File: config.mk
export PLATFORM = sky130hd
export DESIGN_NAME = single_wire_backlight_step_control
export DESIGN_NICKNAME = d
export VERILOG_FILES = /design/src/rtl/swbl_pkg.sv /design/src/rtl/single_wire_backlight_step_control.sv /design/src/rtl/swbl_in_stage.sv /design/src/rtl/swbl_decide.sv /design/src/rtl/swbl_out_stage.sv
export SDC_FILE = /design/constraint.sdc
export NUM_CORES = 1
export LEC_CHECK = 0
export BUFFER_PORTS_ARGS = -buffer_cell sky130_fd_sc_hd__buf_2
export CORE_MARGIN = 5
export CORE_UTILIZATION = 60
export DETAILED_ROUTE_END_ITERATION = 10
export GPL_TIMING_DRIVEN = 0
export PLACE_DENSITY = 0.91
export SETUP_SLACK_MARGIN = 0.05
export SYNTH_ARGS = -nofsm -noshare
export SYNTH_HDL_FRONTEND = slang
export SYNTH_SLANG_ARGS = --single-unit
File: constraint.sdc
create_clock -name clk -period 17.99 [get_ports clk]
set_input_delay 3.598 -clock clk [delete_from_list [all_inputs] [get_ports clk]]
set_output_delay 3.598 -clock clk [all_outputs]
set_load 0.02 [all_outputs]
File: src/rtl/swbl_pkg.sv
// Shared types, codes and constant tables for the single-wire backlight step control.
package swbl_pkg;

  localparam int LEVEL_W = 8;
  localparam int STEP_W  = 5;
  localparam int PCT_W   = 7;
  localparam int ACT_W   = 3;
  localparam int PROD_W  = 16;

  localparam int IN_TDATA_W  = 16;
  localparam int OUT_TDATA_W = 16;

  typedef enum logic {
    MODE_LEVEL = 1'b0,
    MODE_TEST  = 1'b1
  } mode_t;

  typedef enum logic [ACT_W-1:0] {
    ACT_NONE  = 3'd0,
    ACT_OFF   = 3'd1,
    ACT_LONG  = 3'd2,
    ACT_SHORT = 3'd3,
    ACT_BOOT  = 3'd4,
    ACT_TEST  = 3'd5
  } action_t;

  typedef struct packed {
    logic [STEP_W-1:0]  raw_steps;
    logic [LEVEL_W-1:0] level;
    mode_t              mode;
  } req_t;

  typedef struct packed {
    logic [LEVEL_W-1:0] saved_level;
    logic [STEP_W-1:0]  pulse_count;
    action_t            action;
  } res_t;

  localparam logic [PCT_W-1:0] PCT_MAX = 7'd100;

  // dimmer step for each percent value 0..100
  localparam logic [STEP_W-1:0] STEP_OF_PCT [0:100] = '{
    5'd31, 5'd31, 5'd31, 5'd31, 5'd31, 5'd31, 5'd31, 5'd31, 5'd31, 5'd31,
    5'd31, 5'd31, 5'd31, 5'd31, 5'd31, 5'd30, 5'd30, 5'd30, 5'd30, 5'd30,
    5'd30, 5'd30, 5'd30, 5'd30, 5'd30, 5'd30, 5'd30, 5'd30, 5'd30, 5'd30,
    5'd30, 5'd30, 5'd30, 5'd29, 5'd29, 5'd29, 5'd29, 5'd29, 5'd29, 5'd29,
    5'd29, 5'd29, 5'd28, 5'd28, 5'd28, 5'd28, 5'd28, 5'd28, 5'd27, 5'd27,
    5'd27, 5'd27, 5'd26, 5'd26, 5'd26, 5'd26, 5'd25, 5'd25, 5'd25, 5'd24,
    5'd24, 5'd23, 5'd23, 5'd23, 5'd22, 5'd22, 5'd22, 5'd21, 5'd21, 5'd20,
    5'd20, 5'd20, 5'd19, 5'd19, 5'd19, 5'd18, 5'd18, 5'd17, 5'd17, 5'd16,
    5'd15, 5'd15, 5'd15, 5'd14, 5'd14, 5'd13, 5'd13, 5'd12, 5'd12, 5'd11,
    5'd10, 5'd9,  5'd9,  5'd8,  5'd8,  5'd7,  5'd7,  5'd6,  5'd5,  5'd4,
    5'd3
  };

  // level reported back after a raw step write in test mode
  localparam logic [LEVEL_W-1:0] LEVEL_OF_STEPS [0:31] = '{
    8'd255, 8'd255, 8'd255, 8'd255, 8'd255, 8'd249, 8'd247, 8'd244,
    8'd239, 8'd234, 8'd229, 8'd226, 8'd224, 8'd219, 8'd214, 8'd209,
    8'd201, 8'd198, 8'd193, 8'd188, 8'd181, 8'd173, 8'd168, 8'd160,
    8'd153, 8'd147, 8'd140, 8'd130, 8'd119, 8'd104, 8'd81,  8'd35
  };

  function automatic logic [STEP_W-1:0] step_of_pct(input logic [PCT_W-1:0] pct);
    logic [STEP_W-1:0] s;
    if (pct > PCT_MAX) begin
      s = STEP_OF_PCT[100];
    end else begin
      s = STEP_OF_PCT[pct];
    end
    return s;
  endfunction

endpackage

File: src/rtl/single_wire_backlight_step_control.sv
// Top level of the single-wire pulse-count backlight step control.
//
//   channel | dir | fields (tdata, low bit first)                  | handshake
//   --------+-----+------------------------------------------------+-----------
//   in_     | in  | mode[0], level[8:1], raw_steps[13:9], pad      | tvalid/tready
//   out_    | out | action[2:0], pulse_count[7:3], saved_level[15:8]| tvalid/tready
//
// One word per cycle sustained while the sink takes every word; an accepted word
// passes the input register, then decision logic into the output register.
// The remembered level, step and boot flag update as a word leaves the input
// register, so back-to-back words see the state left by the one before.
// rst_n is synchronous, active low: clears valids, state, boot flag.
// A stalled output holds both stages; the input register frees as soon as
// the output register can take its word in the same cycle.
module single_wire_backlight_step_control (
  input  logic                                clk,
  input  logic                                rst_n,
  input  logic                                in_tvalid,
  output logic                                in_tready,
  // mode[0], level[8:1], raw_steps[13:9], zero[15:14]
  input  logic [swbl_pkg::IN_TDATA_W-1:0]     in_tdata,
  output logic                                out_tvalid,
  input  logic                                out_tready,
  // action[2:0], pulse_count[7:3], saved_level[15:8]
  output logic [swbl_pkg::OUT_TDATA_W-1:0]    out_tdata
);
  import swbl_pkg::*;

  req_t in_req;
  req_t req;
  res_t res;
  res_t out_res;
  logic req_valid;
  logic adv;
  logic fire;

  // unpack input word; bits above raw_steps are padding
  assign in_req.mode      = mode_t'(in_tdata[0]);
  assign in_req.level     = in_tdata[8:1];
  assign in_req.raw_steps = in_tdata[13:9];

  // pipeline moves when the output register is free or being drained
  assign adv  = !out_tvalid || out_tready;
  assign fire = req_valid && adv;

  swbl_in_stage u_in (
    .clk       (clk),
    .rst_n     (rst_n),
    .in_tvalid (in_tvalid),
    .in_tready (in_tready),
    .in_req    (in_req),
    .adv       (adv),
    .req_valid (req_valid),
    .req       (req)
  );

  swbl_decide u_decide (
    .clk   (clk),
    .rst_n (rst_n),
    .fire  (fire),
    .req   (req),
    .res   (res)
  );

  swbl_out_stage u_out (
    .clk        (clk),
    .rst_n      (rst_n),
    .adv        (adv),
    .res_valid  (req_valid),
    .res        (res),
    .out_tvalid (out_tvalid),
    .out_res    (out_res)
  );

  assign out_tdata = OUT_TDATA_W'(out_res);

`ifndef SYNTHESIS
  // turning off never sends pulses and forgets the level
  a_off_clears: assert property (@(posedge clk) disable iff (!rst_n)
    out_tvalid && (out_res.action == ACT_OFF) |->
      (out_res.pulse_count == '0) && (out_res.saved_level == '0))
    else $error("off word carries pulses or a level");

  // no-change word carries no pulses
  a_none_no_pulses: assert property (@(posedge clk) disable iff (!rst_n)
    out_tvalid && (out_res.action == ACT_NONE) |-> (out_res.pulse_count == '0))
    else $error("none word carries pulses");

  // test mode always derives a nonzero level from the step table
  a_test_level: assert property (@(posedge clk) disable iff (!rst_n)
    out_tvalid && (out_res.action == ACT_TEST) |-> (out_res.saved_level != '0))
    else $error("test word derived level zero");

  // input side only backs up while the output is stalled with a word held
  a_stall_cause: assert property (@(posedge clk) disable iff (!rst_n)
    !in_tready |-> out_tvalid && !out_tready && req_valid)
    else $error("input stalled without output backpressure");
`endif

endmodule

File: src/rtl/swbl_in_stage.sv
// Input register stage: holds one request word until the decision stage takes it.
module swbl_in_stage (
  input  logic          clk,
  input  logic          rst_n,
  input  logic          in_tvalid,
  output logic          in_tready,
  input  swbl_pkg::req_t in_req,
  input  logic          adv,
  output logic          req_valid,
  output swbl_pkg::req_t req
);
  import swbl_pkg::*;

  logic in_valid_r;
  logic in_valid_nxt;
  req_t in_req_r;

  assign in_tready = !in_valid_r || adv;

  always_comb begin
    in_valid_nxt = in_valid_r;
    if (in_tready) begin
      in_valid_nxt = in_tvalid;
    end
  end

  always_ff @(posedge clk) begin
    if (!rst_n) begin
      in_valid_r <= 1'b0;
    end else begin
      in_valid_r <= in_valid_nxt;
    end
  end

  always_ff @(posedge clk) begin
    if (in_tready && in_tvalid) begin
      in_req_r <= in_req;
    end
  end

  assign req_valid = in_valid_r;
  assign req       = in_req_r;

endmodule

File: src/rtl/swbl_decide.sv
// Command decision logic and the remembered level / step / boot state.
module swbl_decide (
  input  logic           clk,
  input  logic           rst_n,
  input  logic           fire,
  input  swbl_pkg::req_t req,
  output swbl_pkg::res_t res
);
  import swbl_pkg::*;

  logic [LEVEL_W-1:0] last_level_r, last_level_nxt;
  logic [STEP_W-1:0]  last_steps_r, last_steps_nxt;
  logic               boot_done_r,  boot_done_nxt;

  logic [PROD_W-1:0]  prod;
  logic [PROD_W-1:0]  quot;
  logic [PCT_W-1:0]   pct;
  logic [STEP_W-1:0]  cur;
  logic [STEP_W-1:0]  cnt;
  logic               equal;

  // pct = level*100/255, via x/255 = (x + (x >> 8) + 1) >> 8 for x up to 255*100
  assign prod  = PROD_W'(req.level) * PROD_W'(100);
  assign quot  = (prod + (prod >> 8) + PROD_W'(1)) >> 8;
  assign pct   = quot[PCT_W-1:0];
  assign cur   = step_of_pct(pct);
  // 5-bit wrap gives the modulo-32 step distance in both directions
  assign cnt   = (last_level_r == '0) ? cur : (cur - last_steps_r);
  assign equal = (last_level_r != '0) && (last_steps_r == cur);

  always_comb begin
    last_level_nxt  = last_level_r;
    last_steps_nxt  = last_steps_r;
    boot_done_nxt   = boot_done_r;
    res.action      = ACT_NONE;
    res.pulse_count = '0;
    if (req.mode == MODE_TEST) begin
      res.action      = ACT_TEST;
      res.pulse_count = req.raw_steps;
      last_steps_nxt  = req.raw_steps;
      last_level_nxt  = LEVEL_OF_STEPS[req.raw_steps];
    end else if (req.level == '0) begin
      res.action     = ACT_OFF;
      last_level_nxt = '0;
      last_steps_nxt = '0;
    end else if (req.level != last_level_r) begin
      if (!equal) begin
        if (!boot_done_r) begin
          boot_done_nxt = 1'b1;
          if (cnt != '0 && cur != '0) begin
            res.action      = ACT_BOOT;
            res.pulse_count = cnt;
          end
        end else begin
          res.action = (last_level_r != '0) ? ACT_SHORT : ACT_LONG;
          if (cnt != '0 && last_steps_r != cur) begin
            res.pulse_count = cnt;
          end
        end
      end
      last_level_nxt = req.level;
      last_steps_nxt = cur;
    end
    res.saved_level = last_level_nxt;
  end

  always_ff @(posedge clk) begin
    if (!rst_n) begin
      last_level_r <= '0;
      last_steps_r <= '0;
      boot_done_r  <= 1'b0;
    end else if (fire) begin
      last_level_r <= last_level_nxt;
      last_steps_r <= last_steps_nxt;
      boot_done_r  <= boot_done_nxt;
    end
  end

endmodule

File: src/rtl/swbl_out_stage.sv
// Output register stage: holds one result word until the sink takes it.
module swbl_out_stage (
  input  logic           clk,
  input  logic           rst_n,
  input  logic           adv,
  input  logic           res_valid,
  input  swbl_pkg::res_t res,
  output logic           out_tvalid,
  output swbl_pkg::res_t out_res
);
  import swbl_pkg::*;

  logic out_valid_r;
  logic out_valid_nxt;
  res_t out_res_r;

  always_comb begin
    out_valid_nxt = out_valid_r;
    if (adv) begin
      out_valid_nxt = res_valid;
    end
  end

  always_ff @(posedge clk) begin
    if (!rst_n) begin
      out_valid_r <= 1'b0;
    end else begin
      out_valid_r <= out_valid_nxt;
    end
  end

  always_ff @(posedge clk) begin
    if (adv && res_valid) begin
      out_res_r <= res;
    end
  end

  assign out_tvalid = out_valid_r;
  assign out_res    = out_res_r;

endmodule
==> results.md <==
- The required time at the endpoint of the critical path is 18.10 ns.
- For this run, the register share of the synthesized area comes to 27.5%.
- The first detailed-routing pass took 5 iterations.
- The clock passes through at most 2 buffers.
- The slowest stage of the critical path is the sky130_fd_sc_hd__edfxtp_1 cell.
- After floorplanning, the core was divided into 31 placement rows.
- The tree built by TritonCTS fans out to 46 sinks.
- In this run, the number of DRC markers left after iteration 0 of detailed routing was 577.
- The weighted congestion reported at the end of routability-driven placement is 0.989.
- Counting flops with an async set or reset pin after synthesis yields a share of 0%.
- The netlist uses 82 different library cells.
- Compared with the post-synthesis result, the final layout area differs by 8.48%.
- The CTS buffer count is 5.
- The total leakage power is 2.08 nW.
- After clock tree synthesis, the clock-pin slew on the worst setup and hold paths is 0.08 ns.
- The worst pin sits at a relative slew slack of 43.0%.
- Setup violations remaining at the end of the flow were counted as 0.
- Setup repair after global routing left no endpoint under its margin.
- The biggest area consumer among synthesized cells is sky130_fd_sc_hd__edfxtp_1.
- For this run, the share of the core covered by cells in the final layout is 66.8%.
- The later pin in the worst-skew pair is clocked with a latency of 0.29 ns.
- The die outline width is 96.0 um.
- Once detail routing completed, the nets flagged for antenna violations numbered 0.
- The final routed wirelength across all metal layers is 11.6 mm.
- The area of the die is 9220 sq um.
- The synthesized design contains 46 register bits.
- The run finished with clean final reports.
- Dividing the detail-routed via count by the number of cells gives 6.70.
- The area of the mapped netlist is 4440 sq um.
- The clock root buffer is sky130_fd_sc_hd__clkbuf_8.
- Across the VDD grid, the largest voltage drop is 0.0000593 V.
- Counting the fill cells in the layout gives 599.
- The number of top-level pins is 38.
- The final critical path time including I/O delays and setup is 8.89 ns.
- The data arrival time at the worst-slack endpoint is 9.01 ns.
- The residual DRC count is 0.
- The path class of the tightest hold or removal check is reg -> reg.
- The peak clock frequency supported by timing is 112 MHz.
- The critical path class is reg -> reg.
- TritonCTS built the clock tree.
- The Yosys warning count is 0.
- The final worst hold slack is 0.524 ns.
- The post-synth net total is 581.
- For the pin with the worst max-slew slack, the measured transition is 0.854 ns.
- In this design, the critical path's most frequently occurring cell is sky130_fd_sc_hd__ha_1.
- The internal reg-to-reg setup slack is 9.10 ns.
- The max-capacitance violation count is 0.
- The cts-stage hold buffer count is 0.
- The core area is 7210 sq um.
- By area the synthesized netlist is led by sky130_fd_sc_hd__edfxtp_1 (20%), sky130_fd_sc_hd__ha_1 (14%), sky130_fd_sc_hd__dfxtp_1 (7.2%).
- The placed wire-length estimate after detailed placement is 8.78 mm.
- The total track usage is 26.2%.
- The worst setup path is launched from a flop.
- The total negative setup slack is 0 ns.
- The number of antenna violations at the first check in global routing is 0.
- The count of port buffers added during placement is 34.
- The nature of the critical path endpoint is a flop.
- On the worst path, the slowest cell contributes a delay of 0.49 ns.
- The total overflow left after global routing is 0.
- Dividing total power by cell area gives a power density of 119 nW/um^2.
- The number of buffers added for setup after CTS is 0.
- Of the post-synthesis cell area, the dominant cell type holds 20.3%.
- The count of instances resized after the clock tree is built is 0.
- The largest clock skew in the final design is 0.0107 ns.
- The first global-routing pass estimated 19.2 mm of wire.
- In the synthesized netlist, the number of instances is 508.
- Yosys mapped a number of flops with a built-in enable equal to 30.
- The most used flip-flop cell after synthesis is sky130_fd_sc_hd__edfxtp_1.
- In the final routed layout, each cell accounts on average for 17.9 um.
- Entering global routing, the biggest net connects 23 pins.
- The via count of the first global-routing pass is 4,120.
- The starting density of the core is 61.5%.
- The H-tree was split into 2 levels.
- The number of diodes is 0.
- The highest fanout seen on the critical path is 10.
- Measured along the y axis, the die boundary spans 96.0 um.
- The final critical path takes up 49.4% of the cycle.
- The number of hold-slack violations in the final timing report was 0.
- For this block, the via count after detailed routing is 4,349.
- In the final layout, the share of cells above drive strength 1 is 12.7%.
- The final layout contains 622 nets.
- The synthesized area per cell is 8.74 sq um.
- The max-slew violation count came to 0.
[worst paths after layout]
| check | endpoint | cells after the start | startpoint |
|---|---|---|---|
| hold / removal | u_decide.last_steps_r[0] | 2 | u_decide.last_steps_r[0] |
| setup / recovery | u_out.out_res[2] | 36 | u_in.req[4] |
| setup reg to reg | u_out.out_res[2] | 36 | u_in.req[4] |
| hold reg to reg | u_decide.last_steps_r[0] | 2 | u_decide.last_steps_r[0] |
[final cells by class]
type / instances / area [sq um] / share of cell area, %
Tap cell: 99 / 124 / 2.57
Sequential cell: 46 / 1220 / 25.4
Inverter: 37 / 139 / 2.88
Clock buffer: 6 / 72.6 / 1.51
Timing Repair Buffer: 34 / 170 / 3.53
Clock inverter: 2 / 10.0 / 0.208
Multi-Input combinational cell: 401 / 2970 / 61.7
Buffer: 24 / 106 / 2.21
[report_power, final]
group	internal (mW)	switching (mW)	leakage, nW	total (mW)
Clock	0.0270	0.0328	0.0450	0.0597
Combinational	0.150	0.236	1.62	0.386
Sequential	0.122	0.00605	0.419	0.129
[logic make-up (layout without fill, tap and decap cells)]
group / Yosys count / count (layout) / share of synthesized area (%)
XOR/XNOR: 21 / 21 / 4.48
multiplexers: 6 / 6 / 1.66
buffers and inverters: 61 / 103 / 5.52
AO/OA/AOI/OAI: 164 / 164 / 26.7
AND/OR/NAND/NOR: 155 / 155 / 17.9
flip-flops: 46 / 46 / 27.5
adder cells (fa/ha/maj): 55 / 55 / 16.2
[stage by stage]
stage	power, mW	instance area, sq um	worst slack [ns]	cells
5_1_grt	0.620	4820	8.54	649
2_1_floorplan	0.422	4440	10.22	508
6_report	0.574	4820	9.10	649
4_1_cts	0.564	4820	9.16	649
3_5_place_dp	0.504	4730	9.20	641
3_3_place_gp	0.494	4730	9.34	641
[per-layer routing]
layer	routed length [um]	part of all wire, %	GRT usage [%]
met1	4750	41	35.5
met2	5480	47	43.4
met3	1080	9.3	3.60
met4	282	2.4	7.94
met5	0	0	0
[cell usage after synthesis, types with 3 or more instances]
library cell,instances
sky130_fd_sc_hd__o32a_1,4
sky130_fd_sc_hd__nand4_1,4
sky130_fd_sc_hd__a211o_1,5
sky130_fd_sc_hd__nand4b_1,3
sky130_fd_sc_hd__a221oi_1,3
sky130_fd_sc_hd__nand2b_1,7
sky130_fd_sc_hd__nor2_1,31
sky130_fd_sc_hd__and3_1,6
sky130_fd_sc_hd__mux2i_1,4
sky130_fd_sc_hd__o21ai_0,25
sky130_fd_sc_hd__xor2_1,12
sky130_fd_sc_hd__ha_1,49
sky130_fd_sc_hd__edfxtp_1,30
sky130_fd_sc_hd__a31oi_1,4
sky130_fd_sc_hd__xnor2_1,7
sky130_fd_sc_hd__o221ai_1,4
sky130_fd_sc_hd__nor3_1,9
sky130_fd_sc_hd__o211ai_1,12
sky130_fd_sc_hd__o21ai_1,6
sky130_fd_sc_hd__fa_1,4
sky130_fd_sc_hd__o21a_1,8
sky130_fd_sc_hd__inv_1,33
sky130_fd_sc_hd__nor2b_1,6
sky130_fd_sc_hd__a21oi_1,32
sky130_fd_sc_hd__and2_1,7
sky130_fd_sc_hd__inv_2,3
sky130_fd_sc_hd__buf_2,4
sky130_fd_sc_hd__dfxtp_1,16
sky130_fd_sc_hd__a311o_1,3
sky130_fd_sc_hd__a22oi_1,3
sky130_fd_sc_hd__nand3_1,17
sky130_fd_sc_hd__nor3b_1,4
sky130_fd_sc_hd__nand2_1,44
sky130_fd_sc_hd__clkbuf_1,17
sky130_fd_sc_hd__o31ai_1,4
sky130_fd_sc_hd__a21o_1,5
sky130_fd_sc_hd__buf_4,3
sky130_fd_sc_hd__o211a_1,8
sky130_fd_sc_hd__nor4_1,5
sky130_fd_sc_hd__o22ai_1,6
[sequential cells by signal (all words and copies together) (netlist names)]
| name | flops |
|---|---|
| u_out.out_res | 16 |
| u_in.req | 14 |
| u_decide.last_level_r | 8 |
| u_decide.last_steps_r | 5 |
| u_decide.boot_done_r | 1 |
| u_in.req_valid | 1 |
| u_out.out_tvalid | 1 |
[worst max-delay path, delay by kind of cell (launching register included)]
kind | cells | cell delay (ns)
adder cells (fa/ha/maj) | 10 | 3.48
buffers and inverters | 4 | 0.87
AO/OA/AOI/OAI | 10 | 1.97
AND/OR/NAND/NOR | 9 | 1.24
XOR/XNOR | 3 | 0.65
flip-flops | 1 | 0.49
[cells in the final DEF (no fill, tap or decap), types with 4 or more instances in the layout]
master,n
sky130_fd_sc_hd__o22ai_1,6
sky130_fd_sc_hd__xor2_1,12
sky130_fd_sc_hd__o211a_1,8
sky130_fd_sc_hd__o211ai_1,12
sky130_fd_sc_hd__a211o_1,5
sky130_fd_sc_hd__inv_1,33
sky130_fd_sc_hd__and2_1,7
sky130_fd_sc_hd__clkbuf_8,5
sky130_fd_sc_hd__ha_1,49
sky130_fd_sc_hd__o32a_1,4
sky130_fd_sc_hd__buf_2,38
sky130_fd_sc_hd__a21oi_1,32
sky130_fd_sc_hd__xnor2_1,7
sky130_fd_sc_hd__o21ai_1,6
sky130_fd_sc_hd__nand4_1,4
sky130_fd_sc_hd__nand2b_1,7
sky130_fd_sc_hd__fa_1,4
sky130_fd_sc_hd__o221ai_1,4
sky130_fd_sc_hd__edfxtp_1,30
sky130_fd_sc_hd__o21ai_0,25
sky130_fd_sc_hd__nor3b_1,4
sky130_fd_sc_hd__nand2_1,44
sky130_fd_sc_hd__a31oi_1,4
sky130_fd_sc_hd__mux2i_1,4
sky130_fd_sc_hd__nor2b_1,6
sky130_fd_sc_hd__and3_1,6
sky130_fd_sc_hd__nand3_1,17
sky130_fd_sc_hd__o31ai_1,4
sky130_fd_sc_hd__nor3_1,9
sky130_fd_sc_hd__dfxtp_1,16
sky130_fd_sc_hd__a21o_1,5
sky130_fd_sc_hd__nor2_1,31
sky130_fd_sc_hd__o21a_1,8
sky130_fd_sc_hd__clkbuf_1,18
sky130_fd_sc_hd__nor4_1,5
No activity file was read; power rests on OpenSTA's default activity.
